$ cat src/rtl/core/stft_pkg.sv
// Shared types, constants and twiddle generation for the spectrogram engine.
`default_nettype none
package stft_pkg;

  localparam int unsigned WindowDef = 64;
  localparam logic [6:0] HopReset = 7'd64;
  localparam logic signed [15:0] CoefReset = 16'sd32767;
  localparam longint unsigned HalfPiQ30 = 64'd1686629713;
  localparam longint unsigned Q30One = 64'd1073741824;
  localparam logic signed [31:0] DbPerLog2Q24 = 32'sd50504453;
  localparam logic signed [16:0] LevelMax = 17'sd32767;
  localparam logic signed [16:0] LevelMin = -17'sd51200;
  localparam longint unsigned SinDiv [7] = '{6, 20, 42, 72, 110, 156, 210};
  localparam longint unsigned CosDiv [7] = '{2, 12, 30, 56, 90, 132, 182};

  typedef struct packed {
    logic               coef_we;
    logic [5:0]         coef_idx;
    logic signed [15:0] coef_val;
    logic               samp_we;
    logic signed [15:0] samp_val;
  } mem_wr_t;

  // {cos, sin} in Q24 for a quarter-wave angle x (Q30) and quadrant q
  function automatic logic [51:0] tw_pair(longint unsigned x, int unsigned q);
    longint unsigned x2, ts, tc;
    longint s, c, sq, cq;
    logic signed [25:0] cv, sv;
    x2 = (x * x) >> 30;
    ts = x;
    tc = Q30One;
    s = longint'(x);
    c = longint'(Q30One);
    for (int i = 1; i <= 7; i++) begin
      ts = ((ts * x2) >> 30) / SinDiv[i-1];
      tc = ((tc * x2) >> 30) / CosDiv[i-1];
      if ((i & 1) != 0) begin
        s = s - longint'(ts);
        c = c - longint'(tc);
      end else begin
        s = s + longint'(ts);
        c = c + longint'(tc);
      end
    end
    if (s < 0) s = 0;
    if (s > longint'(Q30One)) s = longint'(Q30One);
    if (c < 0) c = 0;
    if (c > longint'(Q30One)) c = longint'(Q30One);
    sq = (s + 32) >>> 6;
    cq = (c + 32) >>> 6;
    case (q)
      0: begin
        cv = 26'(cq);
        sv = 26'(sq);
      end
      1: begin
        cv = -26'(sq);
        sv = 26'(cq);
      end
      2: begin
        cv = -26'(cq);
        sv = -26'(sq);
      end
      default: begin
        cv = 26'(sq);
        sv = -26'(cq);
      end
    endcase
    return {cv, sv};
  endfunction

endpackage
`default_nettype wire

$ cat src/rtl/core/stft_log.sv
// Iterative dB converter: magnitude normalization, log2 by squaring, dB scaling.
`default_nettype none
module stft_log import stft_pkg::*; (
  input  wire logic               clk_i,
  input  wire logic               rst_ni,
  input  wire logic               start_i,
  input  wire logic signed [63:0] re_i,
  input  wire logic signed [63:0] im_i,
  output logic                    done_o,
  output logic signed [16:0]      level_o
);

  typedef enum logic [3:0] {
    L_IDLE, L_SHIFT, L_SQA, L_SQB, L_SUM, L_NORM, L_SQR, L_ADJ, L_MUL, L_RND
  } lstate_e;

  lstate_e            state_q;
  logic [63:0]        a_q, b_q;
  logic [5:0]         sh_q, z_q;
  logic [62:0]        sum_q;
  logic [30:0]        m_q;
  logic [15:0]        frac_q;
  logic [3:0]         it_q;
  logic signed [63:0] prod_q;
  logic signed [16:0] level_q;
  logic               done_q;

  logic signed [31:0] mul_a, mul_b;
  logic signed [63:0] mul_p;
  logic [63:0]        abs_re, abs_im;
  logic [7:0]         expo;
  logic signed [31:0] l2;
  logic signed [63:0] rnd;
  logic signed [31:0] db;
  logic [31:0]        sq_t;

  assign abs_re = re_i[63] ? $unsigned(-re_i) : $unsigned(re_i);
  assign abs_im = im_i[63] ? $unsigned(-im_i) : $unsigned(im_i);
  assign expo   = {1'b0, sh_q, 1'b0} - {2'b00, z_q} - 8'd16;
  assign l2     = {{8{expo[7]}}, expo, frac_q};
  assign rnd    = prod_q + 64'sd2147483648;
  assign db     = rnd[63:32];
  assign sq_t   = prod_q[61:30];

  always_comb begin
    case (state_q)
      L_SQA: begin
        mul_a = $signed({1'b0, a_q[30:0]});
        mul_b = $signed({1'b0, a_q[30:0]});
      end
      L_SQB: begin
        mul_a = $signed({1'b0, b_q[30:0]});
        mul_b = $signed({1'b0, b_q[30:0]});
      end
      L_SQR: begin
        mul_a = $signed({1'b0, m_q});
        mul_b = $signed({1'b0, m_q});
      end
      L_MUL: begin
        mul_a = l2;
        mul_b = DbPerLog2Q24;
      end
      default: begin
        mul_a = '0;
        mul_b = '0;
      end
    endcase
  end

  assign mul_p = mul_a * mul_b;

  always_ff @(posedge clk_i or negedge rst_ni) begin
    if (!rst_ni) begin
      state_q <= L_IDLE;
      done_q  <= 1'b0;
    end else begin
      done_q <= 1'b0;
      case (state_q)
        L_IDLE: begin
          if (start_i) begin
            a_q  <= abs_re;
            b_q  <= abs_im;
            sh_q <= '0;
            if (abs_re == '0 && abs_im == '0) begin
              level_q <= LevelMin;
              done_q  <= 1'b1;
            end else begin
              state_q <= L_SHIFT;
            end
          end
        end
        L_SHIFT: begin
          if (a_q[63:31] != '0 || b_q[63:31] != '0) begin
            a_q  <= a_q >> 1;
            b_q  <= b_q >> 1;
            sh_q <= sh_q + 6'd1;
          end else begin
            state_q <= L_SQA;
          end
        end
        L_SQA: begin
          prod_q  <= mul_p;
          state_q <= L_SQB;
        end
        L_SQB: begin
          sum_q   <= prod_q[62:0];
          prod_q  <= mul_p;
          state_q <= L_SUM;
        end
        L_SUM: begin
          sum_q   <= sum_q + prod_q[62:0];
          z_q     <= '0;
          state_q <= L_NORM;
        end
        L_NORM: begin
          if (!sum_q[62]) begin
            sum_q <= sum_q << 1;
            z_q   <= z_q + 6'd1;
          end else begin
            m_q     <= sum_q[62:32];
            it_q    <= '0;
            frac_q  <= '0;
            state_q <= L_SQR;
          end
        end
        L_SQR: begin
          prod_q  <= mul_p;
          state_q <= L_ADJ;
        end
        L_ADJ: begin
          if (sq_t[31]) begin
            m_q    <= sq_t[31:1];
            frac_q <= {frac_q[14:0], 1'b1};
          end else begin
            m_q    <= sq_t[30:0];
            frac_q <= {frac_q[14:0], 1'b0};
          end
          it_q <= it_q + 4'd1;
          if (it_q == 4'd15) state_q <= L_MUL;
          else state_q <= L_SQR;
        end
        L_MUL: begin
          prod_q  <= mul_p;
          state_q <= L_RND;
        end
        L_RND: begin
          if (db > 32'(LevelMax)) level_q <= LevelMax;
          else if (db < 32'(LevelMin)) level_q <= LevelMin;
          else level_q <= db[16:0];
          done_q  <= 1'b1;
          state_q <= L_IDLE;
        end
        default: state_q <= L_IDLE;
      endcase
    end
  end

  assign done_o  = done_q;
  assign level_o = level_q;

endmodule
`default_nettype wire

$ cat config.mk
export PLATFORM = sky130hd
export DESIGN_NAME = stft_log
export DESIGN_NICKNAME = d
export VERILOG_FILES = /design/src/rtl/core/stft_pkg.sv /design/src/rtl/core/stft_log.sv
export SDC_FILE = /design/constraint.sdc
export NUM_CORES = 2
export LEC_CHECK = 0
export ABC_AREA = 1
export BUFFER_PORTS_ARGS = -buffer_cell sky130_fd_sc_hd__buf_2
export CAP_MARGIN = 20
export CORE_ASPECT_RATIO = 0.9
export CORE_MARGIN = 10
export CORE_UTILIZATION = 50
export DETAILED_ROUTE_END_ITERATION = 8
export HOLD_SLACK_MARGIN = 0.08
export PLACE_DENSITY = 0.65
export SLEW_MARGIN = 10
export SYNTH_ARGS = -nofsm -noshare
export SYNTH_HDL_FRONTEND = slang
export SYNTH_SLANG_ARGS = --single-unit
$ cat constraint.sdc
create_clock -name clk_i -period 12.55 [get_ports clk_i]
set_input_delay 0 -clock clk_i [delete_from_list [all_inputs] [get_ports clk_i]]
set_output_delay 0 -clock clk_i [all_outputs]
set_load 0.05 [all_outputs]
==> metrics.yaml <==
clock_tree:
  cts_tree: "built"
  root_buffer: "clkbuf_16"
  clock_latency_ns: 0.62
  post_cts_buffers: 0
  ctsResizeCount: 0
  cts_buffer_depth: 3
  numCtsBuffers: 39
  clk_pin_slew_ns: 0.07
  clkSinkCount: 340
  ctsHtreeMaxLevel: 2
critical_path:
  cp_top_family: "adder cells"
  arrival_ns: 11.53
  end_kind: "flop"
  worstPathMaxFanout: 22
  slowest_stage: "inv_1"
  path_buf_inv: 7
  crit_cells: 36
  ff2ff_path_depth: 36
  cp_common_cell: "fa_1"
  critPathMaxStageDelay_ns: 0.66
  start_kind: "flop"
  worstSetupPathType: "flop to flop"
  crit_required_ns: 12.88
timing:
  setup-tns-final_ns: 0
  setup_viol: 0
  tightest_slew_ns: 1.133
  skew_ns: 0.04320
  fmax_mhz: 89.29
  slew_viol_final: 0
  relSlewSlack_pct: 24.36
  final-hold-violation-count: 0
  fin_crit_ns: 11.20
  min_period_over_period_pct: 89.24
  rsz0062_at_grt: "false"
floorplanning:
  die_y_um: 348.0
  pin_count: 149
  start_util_pct: 50.32
  die_area_um2: 133800
  fp.dieW_um: 384.4
  fp-row-count: 120
  core_area_um2: 118800
route:
  wl_um: 217200
  firstDrtPassIters: 6
  vias_per_cell: 5.600
  drc: 0
  antenna_left: 0
  vias: 52490
  post_drt_wl_per_cell_um: 23.17
  drt_iter0_markers: 5685
logic_synthesis:
  synth.yosys.seq_area_share_pct: 17.04
  synth_area_leaders: "fa_1, edfxtp_1, nand2_1"
  ys_warn_count: 0
  syn_avg_cell_area_um2: 7.974
  yosysTopAreaCellShare_pct: 35.21
  synth_top_cell_by_area: "fa_1"
  syn_inst: 7495
  ys_types: 56
  synth-seq-cells: 340
  synth_area_um2: 59760
finish:
  seq_area_um2: 10180
  area_growth_syn_to_layout_pct: 9.561
  fill_cells: 11400
  final_common_cell: "nand2_1"
  drive_above_1_share_pct: 5.178
  nNetsFinal: 9203
  multi_input_area_um2: 42930
  layout_common_cells: "nand2_1, inv_1, fa_1"
placement:
  dpl.hpwl_um: 176700
  gp_congestion: 0.9954
  portBuffers: 148
global_route:
  grtUsageTotal_pct: 32.35
  use_met2_pct: 50.60
  grt_util_met1_pct: 44.40
  grt_busiest_layer: "met2"
  grt_antenna_before_repair: 4
  overflow: 0
  grt_pass1_wl_um: 327600
  grt_max_degree: 92
  grtUsageMet3_pct: 6.713
  grt_pass1_vias: 53090
run_status:
  status: "finished clean"
worst_hold_path:
  hold_depth: 5
  hold_path_class: "input port to flop"
flow_run:
  drv_cap: 0
-- synthesized netlist by cell type, drive strengths merged --
cell type  count
nand2       1618
inv         1613
nor2        1062
fa          1051
edfxtp       335
ha           269
o21ai        235
a21oi        228
nand3        228
clkbuf       176
xor2         106
a31oi        100
nor3          60
xnor2         60
nand4         43
buf           40
o211ai        36
nand3b        35
o221ai        33
nor4          31
o21bai        20
clkinv        15
o22ai         14
a21o          12
o21a          11
or2           11
a21boi         9
a22o           7
and3           5
dfrtp          5
o311ai         5
a221oi         4
a211oi         3
and2           3
o2111ai        3
o31ai          3
conb           2
mux2i          2
a2111oi        1
nor3b          1
-- worst register-to-register path: cells and delay by family, from the launching register on --
kind,cells,cell delay [ns]
AOI/OAI and AO/OA,4,0.75
xor gates and xnor gates,1,0.17
adders and majority gates,12,5.42
buffers and inverters,7,1.25
DFF,1,0.45
and+or+nand+nor,12,2.91
-- cells by family (layout without fill, tap and decap cells) --
logic type / after synthesis / after routing / synth area share, %
flip-flops: 340 / 340 / 17.04
multiplexers: 2 / 2 / 0.03350
adder cells (fa/ha/maj): 1320 / 1320 / 40.84
buffers and inverters: 1844 / 2087 / 11.65
AO/OA/AOI/OAI: 724 / 724 / 7.162
AND/OR/NAND/NOR: 3097 / 3097 / 20.83
XOR/XNOR: 166 / 166 / 2.433
other: 2 / 51 / 0.01257
-- routing by layer --
metal	up-vias	wire [µm]
met2	2479	97360
li1	23350	-
met5	-	13
met3	481	21240
met1	26180	88930
met4	2	9660
-- layout make-up --
type	count	share of cell area (%)
clock inverters	28	0.5427
repair buffers	387	4.433
inverters	1628	9.337
multi-input cells	5356	65.57
flip-flops and latches	340	15.55
clock buffers	44	1.519
diodes	4	0.01529
well taps	1586	3.031
-- registers in the layout (all words and copies together) (netlist names) --
register	flops
a_q	64
b_q	64
prod_q	64
sum_q	63
m_q	31
level_o	17
frac_q	16
sh_q	6
z_q	6
it_q	4
state_q	4
done_o	1
-- final timing paths --
path                           from          to  slack, ns
setup reg to reg            sh_q[0]  prod_q[61]       1.35
hold reg to reg             a_q[33]     a_q[32]       0.56
min in group asynchronous    rst_ni      done_o       0.55
max in group asynchronous    rst_ni  state_q[1]      11.69
hold / removal             re_i[55]     a_q[55]       0.11
setup / recovery            sh_q[0]  prod_q[61]       1.35
-- through the flow --
| step | hold slack, ns | std cells | utilization, % | worst slack [ns] | instance area, µm² |
|---|---|---|---|---|---|
| global placement | -0.1179 | 9164 | 52.85 | 1.857 | 62760 |
| floorplan | -0.2956 | 7540 | - | 3.558 | 59930 |
| detailed placement | -0.1198 | 9164 | 52.85 | 1.609 | 62760 |
| finish | 0.1125 | 9373 | 55.13 | 1.350 | 65480 |
| CTS | 0.1140 | 9367 | 55.09 | 1.566 | 65430 |
| global route | 0.1316 | 9372 | 55.13 | 0.9418 | 65480 |
-- repair_timing --
item,CTS,global route
hold buffers,131,0
setup endpoints to repair,0,0
hold endpoints to repair,130,0
Power is not shown: default switching activity piles up to over one toggle a cycle in this logic, so the estimate is an artifact.
