### src/rtl/core/stft_pkg.sv
// Shared types, constants and twiddle generation for the spectrogram engine.
`default_nettype none
package stft_pkg;

  localparam int unsigned WindowDef = 64;
  localparam logic [6:0] HopReset = 7'd64;
  localparam logic signed [15:0] CoefReset = 16'sd32767;
  localparam longint unsigned HalfPiQ30 = 64'd1686629713;
  localparam longint unsigned Q30One = 64'd1073741824;
  localparam logic signed [31:0] DbPerLog2Q24 = 32'sd50504453;
  localparam logic signed [16:0] LevelMax = 17'sd32767;
  localparam logic signed [16:0] LevelMin = -17'sd51200;
  localparam longint unsigned SinDiv [7] = '{6, 20, 42, 72, 110, 156, 210};
  localparam longint unsigned CosDiv [7] = '{2, 12, 30, 56, 90, 132, 182};

  typedef struct packed {
    logic               coef_we;
    logic [5:0]         coef_idx;
    logic signed [15:0] coef_val;
    logic               samp_we;
    logic signed [15:0] samp_val;
  } mem_wr_t;

  // {cos, sin} in Q24 for a quarter-wave angle x (Q30) and quadrant q
  function automatic logic [51:0] tw_pair(longint unsigned x, int unsigned q);
    longint unsigned x2, ts, tc;
    longint s, c, sq, cq;
    logic signed [25:0] cv, sv;
    x2 = (x * x) >> 30;
    ts = x;
    tc = Q30One;
    s = longint'(x);
    c = longint'(Q30One);
    for (int i = 1; i <= 7; i++) begin
      ts = ((ts * x2) >> 30) / SinDiv[i-1];
      tc = ((tc * x2) >> 30) / CosDiv[i-1];
      if ((i & 1) != 0) begin
        s = s - longint'(ts);
        c = c - longint'(tc);
      end else begin
        s = s + longint'(ts);
        c = c + longint'(tc);
      end
    end
    if (s < 0) s = 0;
    if (s > longint'(Q30One)) s = longint'(Q30One);
    if (c < 0) c = 0;
    if (c > longint'(Q30One)) c = longint'(Q30One);
    sq = (s + 32) >>> 6;
    cq = (c + 32) >>> 6;
    case (q)
      0: begin
        cv = 26'(cq);
        sv = 26'(sq);
      end
      1: begin
        cv = -26'(sq);
        sv = 26'(cq);
      end
      2: begin
        cv = -26'(cq);
        sv = -26'(sq);
      end
      default: begin
        cv = 26'(sq);
        sv = -26'(cq);
      end
    endcase
    return {cv, sv};
  endfunction

endpackage
`default_nettype wire

### src/rtl/core/stft_frame.sv
// Frame sequencer: sample and window stores, shared MAC for the DFT bins.
`default_nettype none
module stft_frame import stft_pkg::*; #(
  parameter int unsigned WINDOW = WindowDef,
  localparam int unsigned NW = $clog2(WINDOW)
) (
  input  wire logic               clk_i,
  input  wire logic               rst_ni,
  input  wire mem_wr_t            mem_wr_i,
  input  wire logic [NW-1:0]      head_i,
  input  wire logic               start_i,
  output logic                    busy_o,
  output logic                    log_start_o,
  output logic signed [63:0]      re_o,
  output logic signed [63:0]      im_o,
  input  wire logic               log_done_i,
  input  wire logic               slot_free_i,
  output logic                    emit_o,
  output logic [NW-1:0]           bin_o,
  output logic                    last_o
);

  localparam logic [NW:0]   WinW  = (NW+1)'(WINDOW);
  localparam logic [NW-1:0] LastN = NW'(WINDOW - 1);
  localparam logic [NW-1:0] LastK = NW'(WINDOW / 2 - 1);

  typedef enum logic [2:0] {F_IDLE, F_MAC, F_TAIL, F_LSTART, F_LWAIT, F_EMIT} fstate_e;

  logic signed [25:0] cos_tab [WINDOW];
  logic signed [25:0] sin_tab [WINDOW];

  for (genvar m = 0; m < WINDOW; m++) begin : g_tw
    localparam int unsigned T = 4 * m;
    localparam int unsigned Q = (T / WINDOW) % 4;
    localparam longint unsigned Rem = T % WINDOW;
    localparam longint unsigned X = (HalfPiQ30 * Rem) / WINDOW;
    localparam logic [51:0] Tw = tw_pair(X, Q);
    assign cos_tab[m] = Tw[51:26];
    assign sin_tab[m] = Tw[25:0];
  end

  logic signed [15:0] coef_mem [WINDOW];
  logic [WINDOW-1:0]  coef_vld_q;
  logic signed [15:0] ring_mem [WINDOW];
  logic signed [15:0] samp_rd_q, coef_rd_q;

  fstate_e            state_q;
  logic [NW-1:0]      k_q, n_q, idx_q;
  logic [1:0]         ph_q;
  logic signed [31:0] v_q;
  logic signed [57:0] prod_q;
  logic signed [63:0] acc_re_q, acc_im_q;

  logic [NW:0]        pos_sum, idx_sum;
  logic [NW-1:0]      rd_pos, idx_nxt;
  logic signed [31:0] mul_a;
  logic signed [25:0] mul_b;
  logic signed [57:0] mul_p;
  logic               coef_hit;

  assign pos_sum  = {1'b0, head_i} + {1'b0, n_q};
  assign rd_pos   = (pos_sum >= WinW) ? NW'(pos_sum - WinW) : NW'(pos_sum);
  assign idx_sum  = {1'b0, idx_q} + {1'b0, k_q};
  assign idx_nxt  = (idx_sum >= WinW) ? NW'(idx_sum - WinW) : NW'(idx_sum);
  assign coef_hit = {1'b0, mem_wr_i.coef_idx} < 7'(WINDOW);

  always_ff @(posedge clk_i) begin
    if (mem_wr_i.coef_we && coef_hit) coef_mem[mem_wr_i.coef_idx[NW-1:0]] <= mem_wr_i.coef_val;
    if (mem_wr_i.samp_we) ring_mem[head_i] <= mem_wr_i.samp_val;
    samp_rd_q <= ring_mem[rd_pos];
    coef_rd_q <= coef_vld_q[n_q] ? coef_mem[n_q] : CoefReset;
  end

  always_ff @(posedge clk_i or negedge rst_ni) begin
    if (!rst_ni) begin
      coef_vld_q <= '0;
    end else if (mem_wr_i.coef_we && coef_hit) begin
      coef_vld_q[mem_wr_i.coef_idx[NW-1:0]] <= 1'b1;
    end
  end

  always_comb begin
    case (ph_q)
      2'd1: begin
        mul_a = 32'(samp_rd_q);
        mul_b = 26'(coef_rd_q);
      end
      2'd3: begin
        mul_a = v_q;
        mul_b = sin_tab[idx_q];
      end
      default: begin
        mul_a = v_q;
        mul_b = cos_tab[idx_q];
      end
    endcase
  end

  assign mul_p = mul_a * mul_b;

  always_ff @(posedge clk_i or negedge rst_ni) begin
    if (!rst_ni) begin
      state_q <= F_IDLE;
      k_q     <= '0;
      n_q     <= '0;
      ph_q    <= '0;
      idx_q   <= '0;
    end else begin
      case (state_q)
        F_IDLE: begin
          if (start_i) begin
            k_q      <= '0;
            n_q      <= '0;
            ph_q     <= '0;
            idx_q    <= '0;
            acc_re_q <= '0;
            acc_im_q <= '0;
            state_q  <= F_MAC;
          end
        end
        F_MAC: begin
          ph_q <= ph_q + 2'd1;
          case (ph_q)
            2'd0: if (n_q != '0) acc_im_q <= acc_im_q - 64'(prod_q);
            2'd1: v_q <= mul_p[31:0];
            2'd2: prod_q <= mul_p;
            default: begin
              acc_re_q <= acc_re_q + 64'(prod_q);
              prod_q   <= mul_p;
              if (n_q == LastN) begin
                state_q <= F_TAIL;
              end else begin
                n_q   <= n_q + 1'b1;
                idx_q <= idx_nxt;
              end
            end
          endcase
        end
        F_TAIL: begin
          acc_im_q <= acc_im_q - 64'(prod_q);
          state_q  <= F_LSTART;
        end
        F_LSTART: state_q <= F_LWAIT;
        F_LWAIT: if (log_done_i) state_q <= F_EMIT;
        F_EMIT: begin
          if (slot_free_i) begin
            if (k_q == LastK) begin
              state_q <= F_IDLE;
            end else begin
              k_q      <= k_q + 1'b1;
              n_q      <= '0;
              ph_q     <= '0;
              idx_q    <= '0;
              acc_re_q <= '0;
              acc_im_q <= '0;
              state_q  <= F_MAC;
            end
          end
        end
        default: state_q <= F_IDLE;
      endcase
    end
  end

  assign busy_o      = state_q != F_IDLE;
  assign log_start_o = state_q == F_LSTART;
  assign re_o        = acc_re_q;
  assign im_o        = acc_im_q;
  assign emit_o      = (state_q == F_EMIT) && slot_free_i;
  assign bin_o       = k_q;
  assign last_o      = k_q == LastK;

endmodule
`default_nettype wire

### config.mk
export PLATFORM = sky130hd
export DESIGN_NAME = stft_frame
export DESIGN_NICKNAME = d
export VERILOG_FILES = /design/src/rtl/core/stft_pkg.sv /design/src/rtl/core/stft_frame.sv
export SDC_FILE = /design/constraint.sdc
export NUM_CORES = 2
export LEC_CHECK = 0
export BUFFER_PORTS_ARGS = -buffer_cell sky130_fd_sc_hd__buf_2
export CORE_UTILIZATION = 30
export DETAILED_ROUTE_END_ITERATION = 10
export SYNTH_ARGS = -nofsm -noshare
export SYNTH_HDL_FRONTEND = slang
export SYNTH_SLANG_ARGS = --single-unit
### constraint.sdc
create_clock -name clk_i -period 11.7 [get_ports clk_i]
set_input_delay 2.34 -clock clk_i [delete_from_list [all_inputs] [get_ports clk_i]]
set_output_delay 2.34 -clock clk_i [all_outputs]
set_load 0.02 [all_outputs]
==> reports/summary.txt <==
Nets: 10400
Clk Tree Root Cell: clkbuf_16
Critical Path Max Stage Delay: 950 ps
Largest net degree at the start of global routing: 124
Share of layout cells above drive strength 1: 0.180
Syn_area_per_cell: 14.6 um2
Drt drc: 0
Cts repair resizes: 0
Area share of the largest cell type after synthesis: 0.523
Clock buffer depth: 4
Post-Synthesis Cells: 8934
Period minus WS final: 10800 ps
Final Skew: 130 ps
Most frequent cells in the layout: 2266 x edfxtp_1, 1092 x inv_1, 857 x fa_1
Sequential-to-total area share from yosys stat: 0.545
Commonest non-fill, non-tap cell in the layout: edfxtp_1
Critical path arrival: 11450 ps
Maxcap violations: 0
Core box area: 431000 um2
Status: finished, final reports clean
Setup TNS: 0 ps
Slowest library cell on the worst path: o21ai_2
Post-CTS Setup Inserts: 0
Detailed Place HPWL: 238 mm
Cts hold-fix bufs: 0
Worst Path Required: 12350 ps
Post-synth cell types: 93
Die area: 436000 um2
Gr usage total: 0.160
Post-synth EDFFs: 2266
Worst-Skew Late Latency: 950 ps
Global-route wire length before repair: 521 mm
Number of routed nets with antenna violations: 0
Clk sink count: 2385
Clk slew on worst S/H paths: 60 ps
Max_slew headroom: 0.101
TritonCTS buffer count: 239
# IOs: 189
Critical path peak fanout: 14
Kind of critical path: reg2reg
WL final: 355 mm
RSZ-0062 raised after global routing: false
Row cnt: 241
Vias in the first global route: 76500
Worst-margin pin slew: 1340 ps
Vias: 75700
Startpoint Class: register
Die height: 661 um
Area growth syn-to-layout: 12.8%
Worst path top cell family by delay: adder cells
First drt pass iteration count: 8
HP Class: reg2reg
Number of DRC markers in iteration 0: 7658
Critical path buffer and inverter count: 6
GRT overflow: 0
Most common cell on crit path: fa_1
Syn nets: 10200
Endpoints failing setup: 0
Crit end category: register
Initial Utilization: 0.302
Tcrit/Tclk final: 0.923
Yosys warns: 0
Synth Flop Type: edfxtp_1
Routed len/inst: 23.5 um
GP Congestion: 0.944
Port Buffer Count: 188
Asr flop ratio synth: 0.0365
Synth top area cells: edfxtp_1 52%, fa_1 13%, mux4_2 12%
Final Hold Fails: 0
Max H-tree Level: 4
Max-slew violations: 0
Initial antenna violation count: 10
Dominant cell type by area after synthesis: edfxtp_1
Via density: 5.01
Post-Syn Area: 130000 um2
Fmax: 0.0926 GHz
Die Wd: 661 um
Seq cells post-synth: 2385
CTS tree: yes
## sequential cells by signal, indices dropped and copies added, names as in the netlist, 6 cells and up
name,cells
im_o,64
coef_mem,1024
re_o,64
v_q,32
ring_mem,1024
idx_q,6
n_q,6
bin_o,6
samp_rd_q,16
coef_vld_q,64
prod_q,58
coef_rd_q,16
## metrics by stage
| step | util | hold WS (ps) | instance area [um2] | std cells | worst slack (ps) |
|---|---|---|---|---|---|
| after floorplan | - | 434 | 130000 | 8934 | 2520 |
| after global placement | 0.322 | 447 | 139000 | 14700 | 1260 |
| after detailed placement | 0.322 | 447 | 139000 | 14700 | 1210 |
| after CTS | 0.340 | 462 | 147000 | 15100 | 1110 |
| after global routing | 0.340 | 468 | 147000 | 15100 | 249 |
| final | 0.340 | 460 | 147000 | 15100 | 897 |
## kinds of logic (layout without fill, tap and decap cells)
kind of cell,after synthesis,count (layout),synth area share
and+or+nand+nor,1918,1918,0.0644
buffers and inverters,1538,1994,0.0449
xor gates and xnor gates,178,178,0.0120
AOI/OAI and AO/OA,1000,1000,0.0493
muxes,746,746,0.123
adders and majority gates,1169,1169,0.162
other,0,7,0
DFF,2385,2385,0.545
## path summary, 6_finish.rpt
kind / startpoint / slack [ps] / to / cells past startpoint
min: coef_vld_q[42] / 460 / coef_vld_q[42] / 1
max reg2reg: idx_q[1] / 900 / prod_q[49] / 33
max in group asynchronous: rst_ni / 9280 / n_q[0] / 2
min reg2reg: coef_vld_q[42] / 460 / coef_vld_q[42] / 1
min in group asynchronous: rst_ni / 1360 / coef_vld_q[21] / 1
max: idx_q[1] / 900 / prod_q[49] / 33
## synthesized netlist by cell type (all sizes together) (7+ instances only)
master  count
dfxtp      32
nand2b     65
nand3      87
or3        12
inv      1092
mux4      680
xnor2     113
a21boi      9
o21bai     42
o21ai     173
o22ai      10
fa        858
o31ai      22
edfxtp   2266
nand2     702
mux2       20
clkbuf    331
and4       12
nor2      715
nor3       45
o21a       25
or2        79
mux2i      46
ha        311
and3       38
a311oi      8
nor2b      41
a21o      119
nor4        7
a211oi     49
a211o      13
a21oi     324
buf       112
nand4      47
and2       44
a221oi     15
a31oi      77
xor2       65
nand3b     13
o211ai     36
dfrtp      87
## metal layers
metal,share of wire,up-vias,global-route usage
li1,-,32700,-
met1,0.44,39500,0.231
met2,0.46,3034,0.252
met3,0.080,453,0.0269
met4,0.023,0,0.0360
met5,0,-,0
## area by class of cell
type / instances / area [um2]
Antenna cell: 7 / 17.5
Clock buffer: 301 / 6360
Clock inverter: 132 / 1380
Fill cell: 41600 / 284000
Inverter: 1095 / 4110
Multi-Input combinational cell: 5011 / 53800
Sequential cell: 2385 / 70900
Tap cell: 5710 / 7140
Timing Repair Buffer: 466 / 3080
Power is left out: the tool's default activity adds up to more than one toggle a clock period on the data nets, which glitch-free logic cannot reach.
